### src/design/epoch_seconds_to_calendar_assert.svh
// Assertion macros for the epoch-to-calendar converter.
// Expects signals named clk and rst_n in the including module.
`ifndef EPOCH_SECONDS_TO_CALENDAR_ASSERT_SVH
`define EPOCH_SECONDS_TO_CALENDAR_ASSERT_SVH

// Same-cycle implication, checked out of reset.
`define ESC_ASSERT_IMP(lbl, ante, cons, msg) \
  lbl: assert property (@(posedge clk) disable iff (!rst_n) (ante) |-> cons) \
    else $error(msg);

// Next-cycle implication, checked out of reset.
`define ESC_ASSERT_NXT(lbl, ante, cons, msg) \
  lbl: assert property (@(posedge clk) disable iff (!rst_n) (ante) |=> cons) \
    else $error(msg);

`endif

### src/design/esc_pkg.sv
// Shared constants, types and helpers for the epoch-to-calendar converter.
// No dependencies.
`timescale 1ns / 1ps

package esc_pkg;

  // Pipeline depth from accepted start to out_valid.
  localparam int LATENCY = 9;

  localparam logic [0:0]  REG_ZONE_OFFSET = 1'b0;
  localparam logic [4:0]  ZONE_RESET      = 5'd1;

  // 2001-01-01 00:00:00 in Unix seconds (11323 days).
  localparam logic signed [33:0] BASE_SECS = 34'sd978307200;
  localparam logic signed [33:0] SECS_PER_HOUR_S = 34'sd3600;

  localparam logic [11:0] BASE_YEAR = 12'd2001;
  localparam logic [15:0] DAYS_100Y = 16'd36524;
  localparam logic [15:0] DAYS_4Y   = 16'd1461;
  localparam logic [10:0] DAYS_1Y   = 11'd365;

  // Days are t / 86400 = (t >> 7) / 675; the others split the same way.
  localparam logic [24:0] DAY_DIV   = 25'd675;
  localparam logic [16:0] SECS_HOUR = 17'd3600;
  localparam logic [11:0] SECS_MIN  = 12'd60;

  // Reciprocals, exact over the operand ranges used:
  //   x / 675  = (x * RECIP_DAY)  >> 35, x < 2^25
  //   x / 225  = (x * RECIP_HOUR) >> 21, x < 2^13
  //   x / 15   = (x * RECIP_MIN)  >> 14, x < 2^10
  //   x / 1461 = (x * RECIP_4Y)   >> 27, x < 2^16
  localparam logic [25:0] RECIP_DAY  = 26'd50903317;
  localparam logic [13:0] RECIP_HOUR = 14'd9321;
  localparam logic [10:0] RECIP_MIN  = 11'd1093;
  localparam logic [16:0] RECIP_4Y   = 17'd91868;

  localparam logic [8:0] MONTH_START [12] = '{
    9'd0, 9'd31, 9'd59, 9'd90, 9'd120, 9'd151,
    9'd181, 9'd212, 9'd243, 9'd273, 9'd304, 9'd334
  };

  typedef struct packed {
    logic [11:0] year;
    logic [3:0]  month;
    logic [4:0]  day;
  } esc_date_t;

  // Day of year on which month m (0 = January) starts.
  function automatic logic [8:0] month_first(logic [3:0] m, logic leap);
    logic [8:0] base;
    base = (m < 4'd12) ? MONTH_START[m] : 9'd0;
    if (leap && m >= 4'd2 && m < 4'd12)
      base = base + 9'd1;
    return base;
  endfunction

  // Zone offset in seconds, with the base date already taken off.
  function automatic logic signed [33:0] zone_bias(logic [4:0] z);
    logic signed [33:0] zs;
    zs = $signed({{29{z[4]}}, z});
    return zs * SECS_PER_HOUR_S - BASE_SECS;
  endfunction

endpackage

### src/design/esc_date_pipe.sv
// Day count since 2001-01-01 to Gregorian year, month and day; six stages.
// Depends on esc_pkg.
`timescale 1ns / 1ps

module esc_date_pipe import esc_pkg::*; (
  input  logic        clk,
  input  logic [15:0] days_i,
  output esc_date_t   date_o
);

  // Day counts stay below one 400-year cycle, so the split starts at centuries.

  // stage A: century split (count < two centuries in range)
  logic [1:0]  q100a_r;
  logic [15:0] r100a_r;
  // stage B: 4-year quotient
  logic [32:0] q4_prod;
  logic [4:0]  q4b_r;
  logic [1:0]  q100b_r;
  logic [15:0] r100b_r;
  // stage C: day within the 4-year cycle
  logic [10:0] r4c_r;
  logic [4:0]  q4c_r;
  logic [1:0]  q100c_r;
  // stage D: year and day of year
  logic [1:0]  q1;
  logic [10:0] dd_full;
  logic [8:0]  ddd_r;
  logic [11:0] yeard_r;
  logic        leapd_r;
  // stage E: month index
  logic [3:0]  midx;
  logic [3:0]  midxe_r;
  logic [8:0]  dde_r;
  logic [11:0] yeare_r;
  logic        leape_r;
  logic [8:0]  mstart;

  always_ff @(posedge clk) begin
    if (days_i >= DAYS_100Y) begin
      q100a_r <= 2'd1;
      r100a_r <= days_i - DAYS_100Y;
    end else begin
      q100a_r <= 2'd0;
      r100a_r <= days_i;
    end
  end

  assign q4_prod = 33'(r100a_r) * 33'(RECIP_4Y);

  always_ff @(posedge clk) begin
    q4b_r   <= q4_prod[31:27];
    q100b_r <= q100a_r;
    r100b_r <= r100a_r;
  end

  always_ff @(posedge clk) begin
    r4c_r   <= 11'(r100b_r - 16'(q4b_r) * DAYS_4Y);
    q4c_r   <= q4b_r;
    q100c_r <= q100b_r;
  end

  // Last day of a 4-year cycle stays in the leap year (quotient capped at 3).
  always_comb begin
    q1 = 2'd0;
    if (r4c_r >= 11'd365)  q1 = 2'd1;
    if (r4c_r >= 11'd730)  q1 = 2'd2;
    if (r4c_r >= 11'd1095) q1 = 2'd3;
    dd_full = r4c_r - 11'(q1) * DAYS_1Y;
  end

  // Leap: last year of a 4-year cycle, unless it ends a century that is not
  // the last of a 400-year cycle.
  always_ff @(posedge clk) begin
    ddd_r   <= dd_full[8:0];
    yeard_r <= BASE_YEAR + 12'(q100c_r) * 12'd100 + 12'(q4c_r) * 12'd4 + 12'(q1);
    leapd_r <= (q1 == 2'd3) && ((q4c_r != 5'd24) || (q100c_r == 2'd3));
  end

  always_comb begin
    midx = 4'd0;
    for (int k = 1; k < 12; k++) begin
      if (ddd_r >= month_first(4'(k), leapd_r))
        midx = midx + 4'd1;
    end
  end

  always_ff @(posedge clk) begin
    midxe_r <= midx;
    dde_r   <= ddd_r;
    yeare_r <= yeard_r;
    leape_r <= leapd_r;
  end

  assign mstart = month_first(midxe_r, leape_r);

  always_ff @(posedge clk) begin
    date_o.year  <= yeare_r;
    date_o.month <= midxe_r + 4'd1;
    date_o.day   <= 5'(dde_r - mstart) + 5'd1;
  end

endmodule

### src/design/epoch_seconds_to_calendar.sv
// Unix seconds to Gregorian date and time of day, top level.
// Depends on esc_pkg, esc_date_pipe and epoch_seconds_to_calendar_assert.svh.
`timescale 1ns / 1ps
`include "epoch_seconds_to_calendar_assert.svh"

// Usage
//   Input: drive in_epoch_seconds / in_micro_seconds and pulse start; a beat
//   is taken at every edge with start high and busy low. busy never rises,
//   so a new timestamp may be issued every cycle.
//   Output: out_valid is high for exactly one cycle per taken beat, in issue
//   order, with all out_* fields valid in that cycle. The receiver has no
//   back-pressure and must take it then.
//   Throughput: one conversion per clock; the pipeline depth is set by the
//   stage count of the divide-by-constant chain (days, then hours,
//   minutes, seconds; in parallel century, 4-year, year and month splits).
//   Times before 2001-01-01 after the zone offset set out_before_base and
//   zero the calendar fields; microseconds always pass through.
//   Config: APB register 0 (byte address 0) holds the signed 5-bit zone
//   offset in hours. Write it only while no conversion is in flight.
//   Reset (rst_n low, synchronous) empties the pipeline and sets the offset
//   to +1 hour; there is no clearing pass, the block is ready the next cycle.

module epoch_seconds_to_calendar import esc_pkg::*; (
  input  logic        clk,
  input  logic        rst_n,
  // command channel
  input  logic        start,
  output logic        busy,
  input  logic [31:0] in_epoch_seconds,
  input  logic [19:0] in_micro_seconds,
  // result channel
  output logic        out_valid,
  output logic [11:0] out_year,
  output logic [3:0]  out_month,
  output logic [4:0]  out_day,
  output logic [4:0]  out_hour,
  output logic [5:0]  out_minute,
  output logic [5:0]  out_second,
  output logic [19:0] out_micro_out,
  output logic        out_before_base,
  // config port
  input  logic        psel,
  input  logic        penable,
  input  logic        pwrite,
  input  logic [2:0]  paddr,
  input  logic [31:0] pwdata,
  output logic [31:0] prdata,
  output logic        pready
);

  logic accept;
  logic cfg_wr;

  logic [4:0]         zone_r;
  logic signed [33:0] bias_r;   // offset*3600 - base, ready before the add

  logic [LATENCY-1:0] valid_r;
  logic [19:0]        micro_r [1:8];
  logic               neg_r   [1:8];

  // seconds pipeline
  logic signed [33:0] diff;
  logic [31:0] t1_r;
  logic [50:0] day_prod;
  logic [15:0] ad2_r;
  logic [24:0] u2_r;
  logic [6:0]  lo2_r;
  logic [24:0] rem675;
  logic [16:0] sod3_r;
  logic [26:0] hour_prod;
  logic [4:0]  hour4_r, hour5_r, hour6_r, hour7_r, hour8_r;
  logic [16:0] sod4_r;
  logic [11:0] soh5_r, soh6_r;
  logic [20:0] min_prod;
  logic [5:0]  min6_r, min7_r, min8_r;
  logic [5:0]  sec7_r, sec8_r;
  esc_date_t   date8;

  assign busy   = 1'b0;
  assign accept = start && !busy;
  assign pready = 1'b1;

  // ---------------------------------------------------------------- config
  assign cfg_wr = psel && penable && pwrite && pready && (paddr[2] == REG_ZONE_OFFSET);

  always_ff @(posedge clk) begin
    if (!rst_n) begin
      zone_r <= ZONE_RESET;
      bias_r <= zone_bias(ZONE_RESET);
    end else if (cfg_wr) begin
      zone_r <= pwdata[4:0];
      bias_r <= zone_bias(pwdata[4:0]);
    end
  end

  assign prdata = (paddr[2] == REG_ZONE_OFFSET) ? {27'd0, zone_r} : 32'd0;

  // ---------------------------------------------------------------- control
  always_ff @(posedge clk) begin
    if (!rst_n)
      valid_r <= '0;
    else
      valid_r <= {valid_r[LATENCY-2:0], accept};
  end

  assign out_valid = valid_r[LATENCY-1];

  // sideband: microseconds and the before-base flag ride along
  always_ff @(posedge clk) begin
    micro_r[1] <= in_micro_seconds;
    neg_r[1]   <= diff[33];
    for (int i = 2; i <= 8; i++) begin
      micro_r[i] <= micro_r[i-1];
      neg_r[i]   <= neg_r[i-1];
    end
  end

  // ---------------------------------------------------------------- stage 1
  // Seconds since 2001-01-01 in local time; negative means before base.
  assign diff = $signed({2'b00, in_epoch_seconds}) + bias_r;

  always_ff @(posedge clk) begin
    t1_r <= diff[31:0];
  end

  // ---------------------------------------------------------------- stage 2
  // Day count: (t >> 7) / 675.
  assign day_prod = 51'(t1_r[31:7]) * 51'(RECIP_DAY);

  always_ff @(posedge clk) begin
    ad2_r <= day_prod[50:35];
    u2_r  <= t1_r[31:7];
    lo2_r <= t1_r[6:0];
  end

  // ---------------------------------------------------------------- stage 3
  // Seconds of the day, rebuilt from the /675 remainder and the low 7 bits.
  assign rem675 = u2_r - 25'(ad2_r) * DAY_DIV;

  always_ff @(posedge clk) begin
    sod3_r <= {rem675[9:0], lo2_r};
  end

  // ---------------------------------------------------------------- stage 4
  assign hour_prod = 27'(sod3_r[16:4]) * 27'(RECIP_HOUR);

  always_ff @(posedge clk) begin
    hour4_r <= hour_prod[25:21];
    sod4_r  <= sod3_r;
  end

  // ---------------------------------------------------------------- stage 5
  always_ff @(posedge clk) begin
    soh5_r  <= 12'(sod4_r - 17'(hour4_r) * SECS_HOUR);
    hour5_r <= hour4_r;
  end

  // ---------------------------------------------------------------- stage 6
  assign min_prod = 21'(soh5_r[11:2]) * 21'(RECIP_MIN);

  always_ff @(posedge clk) begin
    min6_r  <= min_prod[19:14];
    soh6_r  <= soh5_r;
    hour6_r <= hour5_r;
  end

  // ---------------------------------------------------------------- stage 7
  always_ff @(posedge clk) begin
    sec7_r  <= 6'(soh6_r - 12'(min6_r) * SECS_MIN);
    min7_r  <= min6_r;
    hour7_r <= hour6_r;
  end

  // ---------------------------------------------------------------- stage 8
  // Time of day waits here for the date split to finish.
  always_ff @(posedge clk) begin
    sec8_r  <= sec7_r;
    min8_r  <= min7_r;
    hour8_r <= hour7_r;
  end

  // Date split runs stages 3..8 off the day count.
  esc_date_pipe u_date (
    .clk    (clk),
    .days_i (ad2_r),
    .date_o (date8)
  );

  // ---------------------------------------------------------------- stage 9
  always_ff @(posedge clk) begin
    out_micro_out   <= micro_r[8];
    out_before_base <= neg_r[8];
    if (neg_r[8]) begin
      out_year   <= '0;
      out_month  <= '0;
      out_day    <= '0;
      out_hour   <= '0;
      out_minute <= '0;
      out_second <= '0;
    end else begin
      out_year   <= date8.year;
      out_month  <= date8.month;
      out_day    <= date8.day;
      out_hour   <= hour8_r;
      out_minute <= min8_r;
      out_second <= sec8_r;
    end
  end

  // ---------------------------------------------------------------- checks
  `ESC_ASSERT_IMP(a_latency, accept, ##LATENCY out_valid,
    "accepted beat did not produce a result after the pipeline latency")

  `ESC_ASSERT_IMP(a_zero_before_base, out_valid && out_before_base,
    (out_year == 12'd0 && out_month == 4'd0 && out_day == 5'd0 &&
     out_hour == 5'd0 && out_minute == 6'd0 && out_second == 6'd0),
    "before-base result carries nonzero calendar fields")

  `ESC_ASSERT_IMP(a_field_range, out_valid && !out_before_base,
    (out_year >= 12'd2001 && out_month >= 4'd1 && out_month <= 4'd12 &&
     out_day >= 5'd1 && out_hour <= 5'd23 && out_minute <= 6'd59 &&
     out_second <= 6'd59),
    "calendar field out of range")

  `ESC_ASSERT_IMP(a_february, out_valid && !out_before_base && out_month == 4'd2,
    (out_day <= 5'd28 || (out_day == 5'd29 && out_year[1:0] == 2'b00)),
    "February day exceeds leap rule")

  `ESC_ASSERT_NXT(a_bias_track, cfg_wr, bias_r == zone_bias(zone_r),
    "zone bias out of step with zone register")

endmodule
### config.mk
export PLATFORM = sky130hd
export DESIGN_NAME = epoch_seconds_to_calendar
export DESIGN_NICKNAME = d
export VERILOG_FILES = /design/src/design/esc_pkg.sv /design/src/design/esc_date_pipe.sv /design/src/design/epoch_seconds_to_calendar.sv
export VERILOG_INCLUDE_DIRS = /design/src /design/src/design
export SDC_FILE = /design/constraint.sdc
export NUM_CORES = 2
export LEC_CHECK = 0
export BUFFER_PORTS_ARGS = -buffer_cell sky130_fd_sc_hd__buf_2
export CAP_MARGIN = 30
export CORE_AREA = 5 5 260 262
export DETAILED_ROUTE_END_ITERATION = 7
export DIE_AREA = 0 0 265 267
export PLACE_DENSITY = 0.76
export SYNTH_ARGS = -nofsm -noshare
export SYNTH_HDL_FRONTEND = slang
export SYNTH_SLANG_ARGS = --single-unit
### constraint.sdc
create_clock -name clk -period 18.8 [get_ports clk]
set_input_delay 4.7 -clock clk [delete_from_list [all_inputs] [get_ports clk]]
set_output_delay 4.7 -clock clk [all_outputs]
set_load 0.01 [all_outputs]
Yosys cells after proc, flatten, opt, wreduce, memory -nomap -nowiden
Memory sizes are Yosys's and may differ from the RTL's. A register that Yosys moved wholly into a read port is not among the register bits.
Cells that the tools add are included.

cells by class
  add/subtract/negate cells = 25
  multiply operators = 11
  magnitude comparators = 18
  eq/ne operators = 3
  muxes and demuxes = 31
  bitwise gates (word level) = 2
  reductions and logical operators = 7

operator list
  kind                                                                     number
  25-bit by 26-bit multiplier with 51-bit output, second input constant    1
  4-bit two-way mux                                                        11
  4-bit by 1-bit adder with 4-bit output, second input constant            10
  9-bit by 8-bit >= comparator with 1-bit output                           4
  33-bit by 34-bit adder with 34-bit output                                1
  18-bit by 31-bit subtractor with 32-bit output, second input constant    1
  16-bit by 15-bit multiplier with 30-bit output, second input constant    1
  9-bit >= comparator                                                      3
  13-bit by 14-bit multiplier with 26-bit output, second input constant    1
  5-bit two-way mux                                                        5
  10-bit by 11-bit multiplier with 20-bit output, second input constant    1
  9-bit by 7-bit >= comparator with 1-bit output                           2
  16-bit >= comparator, second input constant                              1
  16-bit by 10-bit multiplier with 10-bit output, second input constant    1
  16-bit two-way mux                                                       1
  16-bit subtractor, second input constant                                 1
  5-bit by 9-bit multiplier with 14-bit output, second input constant      1
  11-bit by 9-bit adder with 12-bit output, first input constant           1
  12-bit by 2-bit adder with 12-bit output                                 1
  12-bit by 7-bit adder with 12-bit output                                 1
  12-bit subtractor                                                        1
  11-bit by 10-bit >= comparator with 1-bit output, second input constant  1
  11-bit >= comparator, second input constant                              1
  11-bit by 9-bit >= comparator with 1-bit output, second input constant   1
  27 further kinds                                                         44

word-level totals
  register bits after elaboration = 370
  memory bits (writable) = 168
  ROM bits = 144
  bits of input ports = 93
  memories = 3

memories
  memory            words  width  read ports  clocked after Yosys merged registers in  wr ports  RTL line                         text
  micro_r           8      20     8           1                                        8         epoch_seconds_to_calendar.sv:58  logic [19:0] micro_r [1:8];
  (name not given)  16     9      1           0                                        0         esc_pkg.sv:51                    base = (m < 4'd12) ? MONTH_START[m] : 9'd0;
  neg_r             8      1      8           0                                        8         epoch_seconds_to_calendar.sv:59  logic neg_r [1:8];

Depth between registers and ports, before layout
  depth in word-level cells = 22
  mapped depth = 32
  gate-level depth less buffers = 31

Hierarchy
From an unflattened synthesis, not the netlist that was laid out.

second synthesis, totals
  cells, all modules = 3404
  area, all modules = 36343.6 um^2

by module, submodules not included
  module                     instances  cells an instance  area an instance (um^2)
  epoch_seconds_to_calendar  1          2349               25650.9
  esc_date_pipe              1          1055               10692.8

Worst setup path before layout
No wires, ideal clock.

  path type = input to output
  start = input paddr[2]
  end = output prdata[0]
  arrival = 4.878 ns
  data required time = 14.100 ns
  path slack = 9.222 ns
  stages on the path = 1
  buffers on the path = 0
  cell sequence = nor2b_1

on the way
  word-level cells in the longest chain between the ends = 1

ends and longest elaborated chain
  element            RTL line                         text
  start, declared    epoch_seconds_to_calendar.sv:45  input logic [2:0] paddr,
  5-bit two-way mux  epoch_seconds_to_calendar.sv:96  assign prdata = (paddr[2] == REG_ZONE_OFFSET) ? {27'd0, zone_r} : 32'd0;
  end, declared      epoch_seconds_to_calendar.sv:47  output logic [31:0] prdata,

Every way passes these cells.

Final worst setup path
  start = input paddr[2]
  end = output prdata[4]

The elaborated chain is that of the path after synthesis.

==> flow_summary.json <==
{
  "final-hold-violation-count": 0,
  "remaining_drc_errors": 0,
  "hold_path.class": "flop to flop",
  "grt_antenna_before_repair": 0,
  "timing.final.setup_violations": 0,
  "wire_length_of_the_first_global_routing_pass_um": 103500,
  "yosys_warnings": 0,
  "via_per_inst": 4.827,
  "critPathSlowestCell": "sky130_fd_sc_hd__buf_2",
  "worst-endpoint-arrival_ps": 5080,
  "dpl.hpwl_um": 49240,
  "grt_start_max_net_pins": 40,
  "yosys_most_used_dff": "sky130_fd_sc_hd__dfxtp_1",
  "cts_repair_resize_count": 0,
  "hold_path_depth": 0,
  "total_cts_buffers": 52,
  "area.growth.synth_to_final_pct": 9.558,
  "timing.reg2reg.worst_path_depth": 22,
  "synth_area_per_cell_um2": 10.86,
  "clk_latency_ps": 610,
  "critical-path-max-stage-delay_ps": 130,
  "globalRoute.totalOverflow": 0,
  "synth_sequential_area_ratio_pct": 30.54,
  "grt.total_usage_pct": 17.52,
  "end_kind": "primary output",
  "diodes": 0,
  "worst_slew_pin_slew_ps": 1016,
  "final.min_clock_period_ps": 9777,
  "finalSetupTns_ps": 0,
  "cpLargestDelayFamily": "buffers and inverters",
  "max_cap_violations": 0,
  "die_w_um": 265,
  "clk_pin_slew_ps": 70,
  "post-place-ws_ps": 9023,
  "timing.setup.critical_path_class": "primary input to primary output",
  "cts.sink_count": 538,
  "synth-async-reset-ratio_pct": 0,
  "synth.lib_cells_used.distinct": 72,
  "final_routed_wire_length_divided_by_cell_count_um": 13.91,
  "design.die.area_um2": 70760,
  "n_fill_cell": 5378,
  "clk_root_buffer_cell": "sky130_fd_sc_hd__clkbuf_16",
  "unrepaired_setup_endpoints_after_global_routing": "no",
  "ctsHtreeMaxLevel": 2,
  "fmaxAchievable_mhz": 102.3,
  "outcome": "finished clean",
  "cpMostUsedCell": "sky130_fd_sc_hd__buf_2",
  "synth_area_um2": 35270,
  "final_max_slew_viol_count": 0,
  "place_congestion": 0.8613,
  "critPathMaxFanout": 7,
  "final_layout_size_suffix_gt1_share_pct": 7.062,
  "postSynthRegisterBits": 538,
  "cts_tree": "yes",
  "initial_core_util_pct": 54.12,
  "vias_in_the_first_global_route": 22350,
  "route.vias.total": 20850,
  "boundary_pin_count": 187,
  "port_buffers": 128,
  "critical_path.startpoint_type": "primary input",
  "first_pass_iters": 5,
  "num_rows": 94,
  "worst_slew_margin_rel_pct": 31.36,
  "critical_path_required_ps": 14100,
  "crit_path_cell_trace": "buf_2, nor2b_1, buf_2",
  "core-area_um2": 65160,
  "fin_skew_ps": 35.89,
  "routed_wirelength_um": 60060,
  "postLayoutSetupSlackWorst_ps": 9023,
  "clock_tree.buffer_depth": 3,
  "synth_cells": 3248,
  "detail_route.iter0.violations": 560,
  "postRouteAntennaNets": 0,
  "timing.critical_path.depth": 3,
  "post_cts_hold_buffer_count": 0,
  "post-cts-setup-buffer-count": 0,
  "overall_die_height_um": 267,
  "synth-edff-count": 0,
  "worst-path-buf-inv": 2,
  "final_net_count": 4551,
  "post-route-period-util_pct": 52.01
}
==> state kept, by name, summed over array words and instances (netlist names), 14 cells and up <==
register,flops
u_date.r100a_r,16
micro_r,160
u_date.date_o,21
out_micro_out,20
sod3_r,17
ad2_r,16
t1_r,32
bias_r,14
==> per-stage QoR <==
step                std cells  instance area (µm²)  hold WS, ps  util [%]
finish                   4319                38640        303.7     59.30
global route             4319                38640        323.8     59.30
CTS                      4319                38640        304.6     59.30
detailed placement       4225                36830        312.1     56.52
global placement         4225                36830        309.6     56.52
floorplan                3275                35370        309.6         -
==> cell families (layout without fill, tap and decap cells) <==
group / after synthesis / in the layout / share of synthesized area [%]
XOR/XNOR: 176 / 176 / 4.513
AND/OR/NAND/NOR: 374 / 374 / 5.403
other: 2 / 29 / 0.02130
AO/OA/AOI/OAI: 299 / 299 / 5.680
adder cells (fa/ha/maj): 1043 / 1043 / 44.62
flip-flops: 538 / 538 / 30.54
buffers and inverters: 806 / 986 / 8.912
multiplexers: 10 / 10 / 0.3051
==> cells in the mapped netlist (9+ instances only) <==
library cell | n | area, µm²
sky130_fd_sc_hd__clkbuf_1 | 11 | 41.29
sky130_fd_sc_hd__o21bai_1 | 15 | 112.6
sky130_fd_sc_hd__o21ai_0 | 55 | 275.3
sky130_fd_sc_hd__a21boi_0 | 16 | 120.1
sky130_fd_sc_hd__fa_1 | 358 | 7167
sky130_fd_sc_hd__xor2_1 | 52 | 455.4
sky130_fd_sc_hd__and2_1 | 17 | 106.4
sky130_fd_sc_hd__ha_1 | 685 | 8571
sky130_fd_sc_hd__nand3_1 | 19 | 95.09
sky130_fd_sc_hd__inv_1 | 761 | 2856
sky130_fd_sc_hd__buf_4 | 30 | 225.2
sky130_fd_sc_hd__nor2_1 | 85 | 319.1
sky130_fd_sc_hd__and3_1 | 10 | 62.56
sky130_fd_sc_hd__dfxtp_1 | 538 | 10770
sky130_fd_sc_hd__nor3_1 | 26 | 130.1
sky130_fd_sc_hd__a21oi_1 | 78 | 390.4
sky130_fd_sc_hd__nand2_1 | 89 | 334.1
sky130_fd_sc_hd__o21a_1 | 20 | 150.1
sky130_fd_sc_hd__nand2b_1 | 19 | 118.9
sky130_fd_sc_hd__a211oi_1 | 10 | 75.07
sky130_fd_sc_hd__o211ai_1 | 9 | 67.56
sky130_fd_sc_hd__a21o_1 | 35 | 262.8
sky130_fd_sc_hd__nor2b_1 | 68 | 425.4
sky130_fd_sc_hd__xnor2_1 | 120 | 1051
==> cell type report <==
cell class                      instances  area [µm²]  area share [%]
Multi-Input combinational cell       1931       21450           55.53
Sequential cell                       538       10770           27.88
Inverter                              761        2856           7.393
Clock buffer                           65        1420           3.676
Tap cell                              864        1081           2.798
Timing Repair Buffer                  131       663.1           1.716
Clock inverter                         29       391.6           1.014
==> per-layer routing <==
| layer | vias to the layer above | part of all wire [%] | track usage [%] |
|---|---|---|---|
| li1 | 10530 | - | - |
| met1 | 9958 | 42 | 21.50 |
| met2 | 266 | 52 | 32.47 |
| met3 | 95 | 3.8 | 2.627 |
| met4 | 0 | 2.1 | 4.322 |
| met5 | - | 0 | 0 |
==> worst paths after layout <==
check / from / end / slack (ps)
setup / recovery: paddr[2] / prdata[4] / 9020
hold reg to reg: min6_r[4]$_DFF_P_ / min7_r[4]$_DFF_P_ / 300
hold / removal: min6_r[4]$_DFF_P_ / min7_r[4]$_DFF_P_ / 300
setup reg to reg: t1_r[18]$_DFF_P_ / ad2_r[15]$_DFF_P_ / 11390
==> cell usage in the layout, fill, tap and decap left out, types with 29 or more instances in the layout <==
cell	Yosys	layout
sky130_fd_sc_hd__ha_1	685	685
sky130_fd_sc_hd__clkbuf_16	0	52
sky130_fd_sc_hd__buf_2	4	128
sky130_fd_sc_hd__nor2_1	85	85
sky130_fd_sc_hd__nor2b_1	68	68
sky130_fd_sc_hd__a21oi_1	78	78
sky130_fd_sc_hd__conb_1	2	29
sky130_fd_sc_hd__nand2_1	89	89
sky130_fd_sc_hd__inv_1	761	761
sky130_fd_sc_hd__xnor2_1	120	120
sky130_fd_sc_hd__xor2_1	52	52
sky130_fd_sc_hd__fa_1	358	358
sky130_fd_sc_hd__a21o_1	35	35
sky130_fd_sc_hd__dfxtp_1	538	538
sky130_fd_sc_hd__o21ai_0	55	55
Power is left out: the tool's default activity adds up to more than one toggle a clock period on the data nets, which glitch-free logic cannot reach.
